**config.mk**
```make
export PLATFORM = sky130hd
export DESIGN_NAME = tlb_page_translation
export DESIGN_NICKNAME = d
export VERILOG_FILES = /design/src/rtl/tlbpt_pkg.sv /design/src/rtl/tlb_page_translation.sv
export SDC_FILE = /design/constraint.sdc
export NUM_CORES = 2
export LEC_CHECK = 0
export BUFFER_PORTS_ARGS = -buffer_cell sky130_fd_sc_hd__buf_2
export CAP_MARGIN = 20
export CORE_UTILIZATION = 45
export DETAILED_ROUTE_END_ITERATION = 6
export GPL_TIMING_DRIVEN = 0
export PLACE_DENSITY = 0.69
export SYNTH_ARGS = -nofsm -noshare
export SYNTH_HDL_FRONTEND = slang
export SYNTH_SLANG_ARGS = --single-unit
```
**constraint.sdc**
```tcl
create_clock -name clk -period 6.36 [get_ports clk]
set_clock_uncertainty 0.2 [all_clocks]
set_input_delay 0.318 -clock clk [delete_from_list [all_inputs] [get_ports clk]]
set_output_delay 0.318 -clock clk [all_outputs]
set_load 0.1 [all_outputs]
```
**src/rtl/tlbpt_pkg.sv**
```systemverilog
`timescale 1ns / 1ps
// ----------------------------------------------------------------------------
// tlbpt_pkg
// Constants and types shared by the TLB page translation block.
// ----------------------------------------------------------------------------
package tlbpt_pkg;

  localparam int TLB_ENTRIES = 16;
  localparam int PAGE_COUNT  = 256;
  localparam int FRAME_COUNT = 256;
  localparam int OFFSET_BITS = 8;

  localparam int ADDR_W  = 16;
  localparam int PAGE_W  = $clog2(PAGE_COUNT);
  localparam int FRAME_W = $clog2(FRAME_COUNT);
  localparam int SLOT_W  = $clog2(TLB_ENTRIES);
  localparam int RAW_W   = ADDR_W - OFFSET_BITS;
  localparam int HIT_W   = 32;
  localparam int FAULT_W = 9;

  localparam int S_DATA_W = ((ADDR_W + 7) / 8) * 8;
  localparam int M_FIELD_W = ADDR_W + HIT_W + FAULT_W;
  localparam int M_DATA_W = ((M_FIELD_W + 7) / 8) * 8;
  localparam int M_USER_W = 2;

  localparam logic [HIT_W-1:0]   HIT_MAX   = '1;
  localparam logic [FAULT_W-1:0] FAULT_MAX = '1;

  typedef enum logic [1:0] {
    ST_IDLE = 2'b01,
    ST_LOOK = 2'b10
  } state_t;

  typedef logic [FRAME_W-1:0] frame_t;
  typedef logic [PAGE_W-1:0]  page_t;
  typedef logic [SLOT_W-1:0]  slot_t;

endpackage

```
**src/rtl/tlb_page_translation.sv**
```systemverilog
`timescale 1ns / 1ps
// ----------------------------------------------------------------------------
// tlb_page_translation
// Logical to physical address translation through a fully associative TLB
// with LRU replacement, backed by a page table with demand frame allocation.
// ----------------------------------------------------------------------------
//
// Channel  Dir  Beat contents
// s_       in   tdata: virt_addr[15:0]
// m_       out  tdata: phys_addr, hit_total, fault_total; tuser: hit, fault
//
// Per address: the accept cycle issues the page-table memory read, then
// ST_LOOK does the TLB compare, picks the frame and writes back.
// Next address is taken the cycle after the result is registered.
// A held result stalls ST_LOOK; an address is still taken while
// a finished result waits. Reset clears TLB valid bits, page-table valid
// flip-flops and counters and sets ranks to slot order at once; no clearing pass.
//
module tlb_page_translation (
  input  logic                           clk,
  input  logic                           rst,
  input  logic                           s_tvalid,
  output logic                           s_tready,
  // [15:0] virt_addr
  input  logic [tlbpt_pkg::S_DATA_W-1:0] s_tdata,
  output logic                           m_tvalid,
  input  logic                           m_tready,
  // [15:0] phys_addr, [47:16] hit_total, [56:48] fault_total, rest zero
  output logic [tlbpt_pkg::M_DATA_W-1:0] m_tdata,
  // [0] tlb_hit, [1] page_fault
  output logic [tlbpt_pkg::M_USER_W-1:0] m_tuser
);
  import tlbpt_pkg::*;

  state_t state;

  // TLB in flip-flops, compared in parallel
  logic                tlb_valid [TLB_ENTRIES];
  page_t               tlb_page  [TLB_ENTRIES];
  frame_t              tlb_frame [TLB_ENTRIES];
  slot_t               tlb_rank  [TLB_ENTRIES];

  // page table: valid flops plus a frame memory
  logic [PAGE_COUNT-1:0] table_valid;
  frame_t              table_mem [PAGE_COUNT];
  frame_t              rd_data;

  frame_t              next_frame;
  logic [HIT_W-1:0]    hit_count;
  logic [FAULT_W-1:0]  fault_count;

  page_t               page_q;
  logic [OFFSET_BITS-1:0] offset_q;

  logic                accept;
  logic                done;
  page_t               page_in;
  logic [RAW_W-1:0]    page_raw;

  logic                hit;
  logic                fault;
  slot_t               hit_slot;
  slot_t               lru_slot;
  slot_t               slot;
  slot_t               slot_rank;
  frame_t              frame;
  logic [HIT_W-1:0]    hit_count_next;
  logic [FAULT_W-1:0]  fault_count_next;
  frame_t              next_frame_next;

  assign s_tready = (state == ST_IDLE);
  assign accept   = s_tvalid && s_tready;
  assign done     = (state == ST_LOOK) && (!m_tvalid || m_tready);

  assign page_raw = s_tdata[ADDR_W-1:OFFSET_BITS];
  assign page_in  = PAGE_W'(page_raw % PAGE_COUNT);

  always_comb begin
    hit      = 1'b0;
    hit_slot = '0;
    lru_slot = '0;
    for (int i = TLB_ENTRIES - 1; i >= 0; i--) begin
      if (tlb_valid[i] && tlb_page[i] == page_q) begin
        hit      = 1'b1;
        hit_slot = SLOT_W'(i);
      end
      if (tlb_rank[i] == '0) begin
        lru_slot = SLOT_W'(i);
      end
    end
    slot      = hit ? hit_slot : lru_slot;
    slot_rank = tlb_rank[slot];
    fault     = !hit && !table_valid[page_q];
    if (hit) begin
      frame = tlb_frame[hit_slot];
    end else if (fault) begin
      frame = next_frame;
    end else begin
      frame = rd_data;
    end

    hit_count_next = hit_count;
    if (hit && hit_count != HIT_MAX) begin
      hit_count_next = hit_count + 1'b1;
    end
    fault_count_next = fault_count;
    if (fault && fault_count != FAULT_MAX) begin
      fault_count_next = fault_count + 1'b1;
    end
    next_frame_next = (next_frame == '0) ? FRAME_W'(FRAME_COUNT - 1) : next_frame - 1'b1;
  end

  // page-table memory, registered read
  always_ff @(posedge clk) begin
    if (accept) begin
      rd_data <= table_mem[page_in];
    end
    if (done && fault) begin
      table_mem[page_q] <= next_frame;
    end
  end

  always_ff @(posedge clk) begin
    if (accept) begin
      page_q   <= page_in;
      offset_q <= s_tdata[OFFSET_BITS-1:0];
    end
    if (done) begin
      m_tdata <= M_DATA_W'({fault_count_next, hit_count_next,
                            ADDR_W'({frame, offset_q})});
      m_tuser <= {fault, hit};
    end
    if (done && !hit) begin
      tlb_page[slot]  <= page_q;
      tlb_frame[slot] <= frame;
    end
  end

  always_ff @(posedge clk) begin
    if (rst) begin
      state       <= ST_IDLE;
      m_tvalid    <= 1'b0;
      table_valid <= '0;
      next_frame  <= FRAME_W'(FRAME_COUNT - 1);
      hit_count   <= '0;
      fault_count <= '0;
      for (int i = 0; i < TLB_ENTRIES; i++) begin
        tlb_valid[i] <= 1'b0;
        tlb_rank[i]  <= SLOT_W'(i);
      end
    end else begin
      if (done) begin
        m_tvalid <= 1'b1;
      end else if (m_tready) begin
        m_tvalid <= 1'b0;
      end

      unique case (state)
        ST_IDLE: begin
          if (accept) begin
            state <= ST_LOOK;
          end
        end
        ST_LOOK: begin
          if (done) begin
            state <= ST_IDLE;
          end
        end
        default: state <= ST_IDLE;
      endcase

      if (done) begin
        hit_count   <= hit_count_next;
        fault_count <= fault_count_next;
        // touched entry becomes most recent, younger ones age by one
        for (int i = 0; i < TLB_ENTRIES; i++) begin
          if (tlb_rank[i] > slot_rank) begin
            tlb_rank[i] <= tlb_rank[i] - 1'b1;
          end
        end
        tlb_rank[slot] <= SLOT_W'(TLB_ENTRIES - 1);
        if (!hit) begin
          tlb_valid[slot] <= 1'b1;
        end
        if (fault) begin
          table_valid[page_q] <= 1'b1;
          next_frame          <= next_frame_next;
        end
      end
    end
  end

  // a fault is only ever raised on a TLB miss
  a_fault_not_hit: assert property (@(posedge clk) disable iff (rst)
    m_tvalid |-> !(m_tuser[0] && m_tuser[1]))
    else $error("fault and hit flagged on one beat");

  // each page faults at most once
  a_fault_bound: assert property (@(posedge clk) disable iff (rst)
    fault_count <= FAULT_W'(PAGE_COUNT))
    else $error("fault count beyond page count");

  // a hit result moves the hit counter on by one unless saturated
  a_hit_count: assert property (@(posedge clk) disable iff (rst)
    done && hit && hit_count != HIT_MAX |=> hit_count == $past(hit_count) + 1'b1)
    else $error("hit counter not advanced");

  // an accepted beat is looked up next cycle, with the input held off
  a_look_follows: assert property (@(posedge clk) disable iff (rst)
    accept |=> state == ST_LOOK && !s_tready)
    else $error("lookup did not follow accept");

endmodule

```
### Word-level counts from Yosys, hierarchy flattened

Memory sizes are Yosys's and may differ from the RTL's. A register that Yosys moved wholly into a read port is not among the register bits.
Index checks and enable logic that the tools add are counted.

* add/subtract/negate cells: 19
* order comparisons: 18
* equality and inequality tests: 22
* multiplexer cells: 159
* bitwise gates (word level): 17
* reduce and logical (&&, ||, !) cells: 49

Operators with widths (number)
* bitwise OR 256 bit: 1
* two-way mux 4 bit: 50
* equality test 8 bit: 16
* two-way mux 1 bit: 99
* > comparator 4 bit: 16
* logical NOT 4 bit: 16
* subtractor 4 x 1 -> 4 bit (second input constant): 16
* adder 32 x 1 -> 32 bit (second input constant): 1
* two-way mux 32 bit: 1
* != test 32 bit (second input constant): 1
* logical AND 1 bit: 24
* two-way mux 8 bit: 3
* bitwise OR 1 bit: 16
* adder 9 x 1 -> 9 bit (second input constant): 1
* < comparator 8 x 9 -> 1 bit (second input constant): 1
* two-way mux 9 bit: 1
* != test 9 bit (second input constant): 1
* binary-select mux 1 bit (select 8 bit): 1
* demux 1 bit (select 8 bit): 1
* >= comparator 8 x 1 -> 1 bit (second input constant): 1
* logical NOT 8 bit: 1
* subtractor 8 x 1 -> 8 bit (second input constant): 1
* two-way mux 2 bit: 2
* case mux 2 bit (2 select lines): 1
* other kinds (9): 12

* flip-flop bits (word level): 383
* bits in writable memories: 2384
* input bits: 20
* output and inout bits: 68
* word-level logic and storage cells: 299
* memories: 5

Memory list
* table_mem: depth 256, width 8, rd ports 1, clocked after Yosys merged registers in 1, write ports 1, RTL line tlb_page_translation.sv:45 `frame_t table_mem [PAGE_COUNT];`
* tlb_frame: depth 16, width 8, rd ports 1, clocked after Yosys merged registers in 0, write ports 1, RTL line tlb_page_translation.sv:40 `frame_t tlb_frame [TLB_ENTRIES];`
* tlb_page: depth 16, width 8, rd ports 16, clocked after Yosys merged registers in 0, write ports 1, RTL line tlb_page_translation.sv:39 `page_t tlb_page [TLB_ENTRIES];`
* tlb_rank: depth 16, width 4, rd ports 17, clocked after Yosys merged registers in 0, write ports 17, RTL line tlb_page_translation.sv:41 `slot_t tlb_rank [TLB_ENTRIES];`
* tlb_valid: depth 16, width 1, rd ports 16, clocked after Yosys merged registers in 0, write ports 16, RTL line tlb_page_translation.sv:38 `logic tlb_valid [TLB_ENTRIES];`

### Depth between registers and ports, before layout

An unclocked memory read counts as a cell.

* word-level depth: 27
* depth in mapped cells: 24
* depth with buffers taken out: 21

### Least setup slack after synthesis

OpenSTA, ideal clock, no wires.

* path kind: reg2reg
* start: register page_q[0]
* end: memory tlb_rank[8][3] in the netlist's numbering
* setup time: 0.136 ns
* arrival time: 6.129 ns
* required time: 6.024 ns
* setup slack: -0.105 ns
* stages on the path, launching flop included: 23
* path buffers: 5
* period minus slack after synthesis: 6.465 ns
* cells stage by stage: edfxtp_1 -> buf_4 -> buf_6 -> buf_6 -> xnor2_1 -> nand4_1 -> nor3_1 -> nor4_1 -> nand3_1 -> or4_1 -> and3_1 -> buf_6 -> buf_4 -> mux2i_1 -> o22ai_1 -> nor4_1 -> ha_1 -> o21a_1 -> o21a_1 -> o21ai_0 -> nor4_1 -> xnor2_1 -> nand3_1

RTL lines
* start: declaration: RTL line tlb_page_translation.sv:52 `page_t page_q;`
* start signal: assignment: RTL line tlb_page_translation.sv:125 `page_q <= page_in;`
* end: declaration: RTL line tlb_page_translation.sv:41

### Worst setup path in the final report

* start: register page_q[1]
* end: memory table_mem[255][4] in the netlist's numbering (enable)

* word-level cells in the longest chain between the ends: 23
* elaborated cells on any way between the ends: 56
* those cells by class: eq/ne: 16; mux: 20; reduce/logical: 20

RTL lines
* equality test 8 bit: RTL line tlb_page_translation.sv:83 `if (tlb_valid[i] && tlb_page[i] == page_q) begin`
* logical AND 1 bit: RTL line tlb_page_translation.sv:83
* two-way mux 1 bit (16 in series): RTL line tlb_page_translation.sv:83
* logical NOT 1 bit
* logical AND 1 bit: RTL line tlb_page_translation.sv:93 `fault = !hit && !table_valid[page_q];`
* logical AND 1 bit: RTL line tlb_page_translation.sv:118 `if (done && fault) begin`
* two-way mux 1 bit: RTL line tlb_page_translation.sv:118
* two-way mux 1 bit (implied by the code): RTL line tlb_page_translation.sv:119 `table_mem[page_q] <= next_frame;`
* end: declaration: RTL line tlb_page_translation.sv:45

Several ways; a longest one is shown, not always the timed one. The select of a mux whose other input is x is not followed.

==> flow_metrics.tcl <==
set metrics [dict create \
    die_y_um 500 \
    wl_per_cell_um 30.5 \
    gp_congestion 0.995 \
    r2r_start "page_q[1]" \
    crit_path_max_fanout 10 \
    p_leak_nw 40.3 \
    rsz0062_at_grt "yes" \
    cts.clk_slew.worst_paths_ns 0.06 \
    grt_max_degree 97 \
    start_util 0.453 \
    synth-seq-area-share 0.712 \
    synth_ff_type "edfxtp_1" \
    track_usage 0.245 \
    tritoncts "yes" \
    power_density_mw_per_mm2 296 \
    finalCriticalPeriod_ns 6.33 \
    crit_path_end_kind "register" \
    cts.path.max_buffers 4 \
    cts.sinks 2775 \
    crit_type "register to register" \
    coreArea_sq_mm 0.246 \
    grt.met2_usage 0.382 \
    synth-edff-count 2387 \
    grt_first_pass_wirelength_mm 436 \
    clock_latency_ns 0.95 \
    std_cell_rows 182 \
    drc 0 \
    hold_viol 0 \
    total_power_mw 38.3 \
    vdd_drop_max_mv 0.243 \
    grt_pass1_vias 59506 \
    hold_end "rd_data[3]" \
    cts-root-buf "clkbuf_16" \
    viasPerCell 6.04 \
    vias 60897 \
    yosys_register_bits 2775 \
    use_met3 0.0522 \
    syn_to_final_growth_pct 15.8 \
    max_slew_margin 0.157 \
    r2r_cells 15 \
    hold_class "input pin to register" \
    tns_ns 0 \
    design_area_sq_mm 0.129 \
    drtIter0Drc 7692 \
    yosysUniqueCellTypes 67 \
    nets 6663 \
    cp_data_arrival_time_ns 6.68 \
    syn_area_per_cell_sq_um 18.6 \
    antenna_found_initial 15 \
    hold_depth 2 \
    status "completed" \
    gr-total-overflow 0 \
    first_pass_iters 6 \
    period_share 0.996 \
    placed_area_sq_mm 0.119 \
    max_freq_mhz 158 \
    drive_gt1_frac 0.274 \
    setup_viol 0 \
    ant_nets 0 \
    busiest_layer "met2" \
    gr-usage-met1 0.336 \
    fp.dieW_um 500 \
    htreeDepth 5 \
    nFillCells 19115 \
    yosys_warnings 0 \
    routed_wl_mm 308 \
    post_synth_instance_area_sq_mm 0.112 \
    drv_cap 0 \
    final_max_slew_viol_count 0 \
    synthArstFlopShare 0 \
    critical_path.startpoint_type "register" \
    worst_pin_slew_ns 1.26 \
    ios 88 \
    dieArea_sq_mm 0.250 \
    synthCells 5985 \
    rrSetupSlack_ns 0.03 \
    place_ws_ns -1.52 \
    reg2reg_to "table_mem[255][4]" \
    hpwl_mm 215 \
    worstHoldStart "s_tvalid" \
    crit_required_ns 6.70 \
    setup_ws_ns 0.0252 \
    numPortBuffers 80 \
    cts_buffers 294 \
]
==> flip-flops by register name, indices dropped and copies added (netlist names) <==
name / flops
next_frame: 8
offset_q: 8
fault_count: 9
tlb_frame: 128
state: 2
m_tuser: 2
tlb_valid: 16
rd_data: 8
hit_count: 32
tlb_page: 128
table_mem: 2048
tlb_rank: 64
m_tvalid: 1
page_q: 8
table_valid: 256
m_tdata: 57
==> worst max-delay path, cell delays in order, from the launching register on <==
cell and delay [ns]:
edfxtp_1 0.42, buf_2 0.27, buf_6 0.25, buf_4 0.28, buf_2 0.61, mux4_2 0.45, mux4_2 0.60, a22oi_1 0.20
a21oi_1 0.12, nor4_4 0.34, buf_12 0.18, nand4_1 0.09, buf_2 0.35, buf_4 0.34, buf_4 0.27, nor3_2 0.87
==> report_power, final <==
| part | internal, mW | total, mW | switching (mW) |
|---|---|---|---|
| Sequential | 19.5 | 19.6 | 0.0256 |
| Clock | 9.84 | 16.8 | 6.94 |
| Combinational | 0.734 | 1.92 | 1.18 |
| Total | 30.1 | 38.3 | 8.15 |
==> routing by layer <==
metal,wire length (um),vias up
met5,47,-
li1,-,25120
met1,119000,31821
met3,30500,651
met4,14200,8
met2,144000,3297
==> cells by family (layout without fill, tap and decap cells) <==
kind of cell,Yosys count,in the layout,share of synthesized area
compound gates,335,335,0.0204
mux,823,823,0.162
simple gates,1308,1308,0.0609
fa+ha+maj,85,85,0.00953
xor+xnor,248,248,0.0195
flops,2775,2775,0.712
buf+inv,410,1191,0.0159
other cells,1,13,0.0000336
==> layout make-up <==
cell class,count,area (sq um),share of cell area
clock buffer,394,8270,0.0640
multi-input combinational,2806,31200,0.242
tap,3312,4140,0.0321
timing repair buffer,272,3120,0.0242
inverter,66,248,0.00192
clock inverter,116,1100,0.00850
sequential,2775,79500,0.615
antenna,6,15.0,0.000116
buffer,343,1590,0.0123
==> cell usage after synthesis, drive strengths merged, types with 36 or more instances <==
cell type	number	area (sq um)
nor3	302	2380
dfxtp	388	7770
xnor2	210	1840
mux4	784	17700
nand3	105	526
clkbuf	195	732
xor2	38	333
nand4	36	225
nor2	529	1990
buf	149	790
o21a	111	833
ha	85	1060
o21ai	70	350
nand2	202	758
edfxtp	2387	71700
a21oi	43	215
inv	65	244
==> through the flow <==
step / hold slack, ns / instances / util
3_3_place_gp: 0.205 / 9383 / 0.472
5_1_grt: 0.0420 / 10085 / 0.525
3_5_place_dp: 0.206 / 9506 / 0.482
4_1_cts: 0.0107 / 10065 / 0.523
2_1_floorplan: 0.200 / 5991 / -
6_report: 0.0292 / 10090 / 0.525
==> cell usage in the layout (no fill, tap or decap), types with 36 or more instances in the layout <==
master	synthesis	routed
inv_1	65	65
nand2_1	202	200
clkinv_2	0	41
clkinv_1	1	37
nor2_1	528	505
o21a_1	111	111
nand4_1	36	36
buf_8	0	48
buf_1	76	74
xor2_1	38	38
a21oi_1	43	43
edfxtp_1	2387	2387
nor3_2	174	216
buf_6	5	58
buf_4	43	70
nor3_1	128	54
buf_2	25	101
clkbuf_1	195	245
mux4_2	784	784
clkbuf_16	0	305
o21ai_0	68	56
dfxtp_1	388	380
nand3_1	105	103
xnor2_1	210	210
ha_1	85	85
==> how the worst max path moves through the flow <==
| stage | cells past startpoint | from | to |
|---|---|---|---|
| final | 15 | page_q[1] | table_mem[255][4] |
| after detailed placement | 23 | page_q[3] | tlb_rank[2][3] |
| after global placement | 3 | next_frame[4] | tlb_frame[9][4] |
| after floorplan | 23 | page_q[0] | tlb_rank[8][3] |
| after global routing | 22 | page_q[6] | tlb_rank[0][3] |
| after CTS | 23 | page_q[3] | tlb_rank[6][3] |
==> what timing repair did <==
item                        CTS  global route
resized for setup            72            53
hold endpoints to repair     48             0
pin swaps                     6             3
buffers inserted             18             2
hold buffers                 31             0
setup endpoints to repair  2488           148
Power figures use the tool's default switching activity.
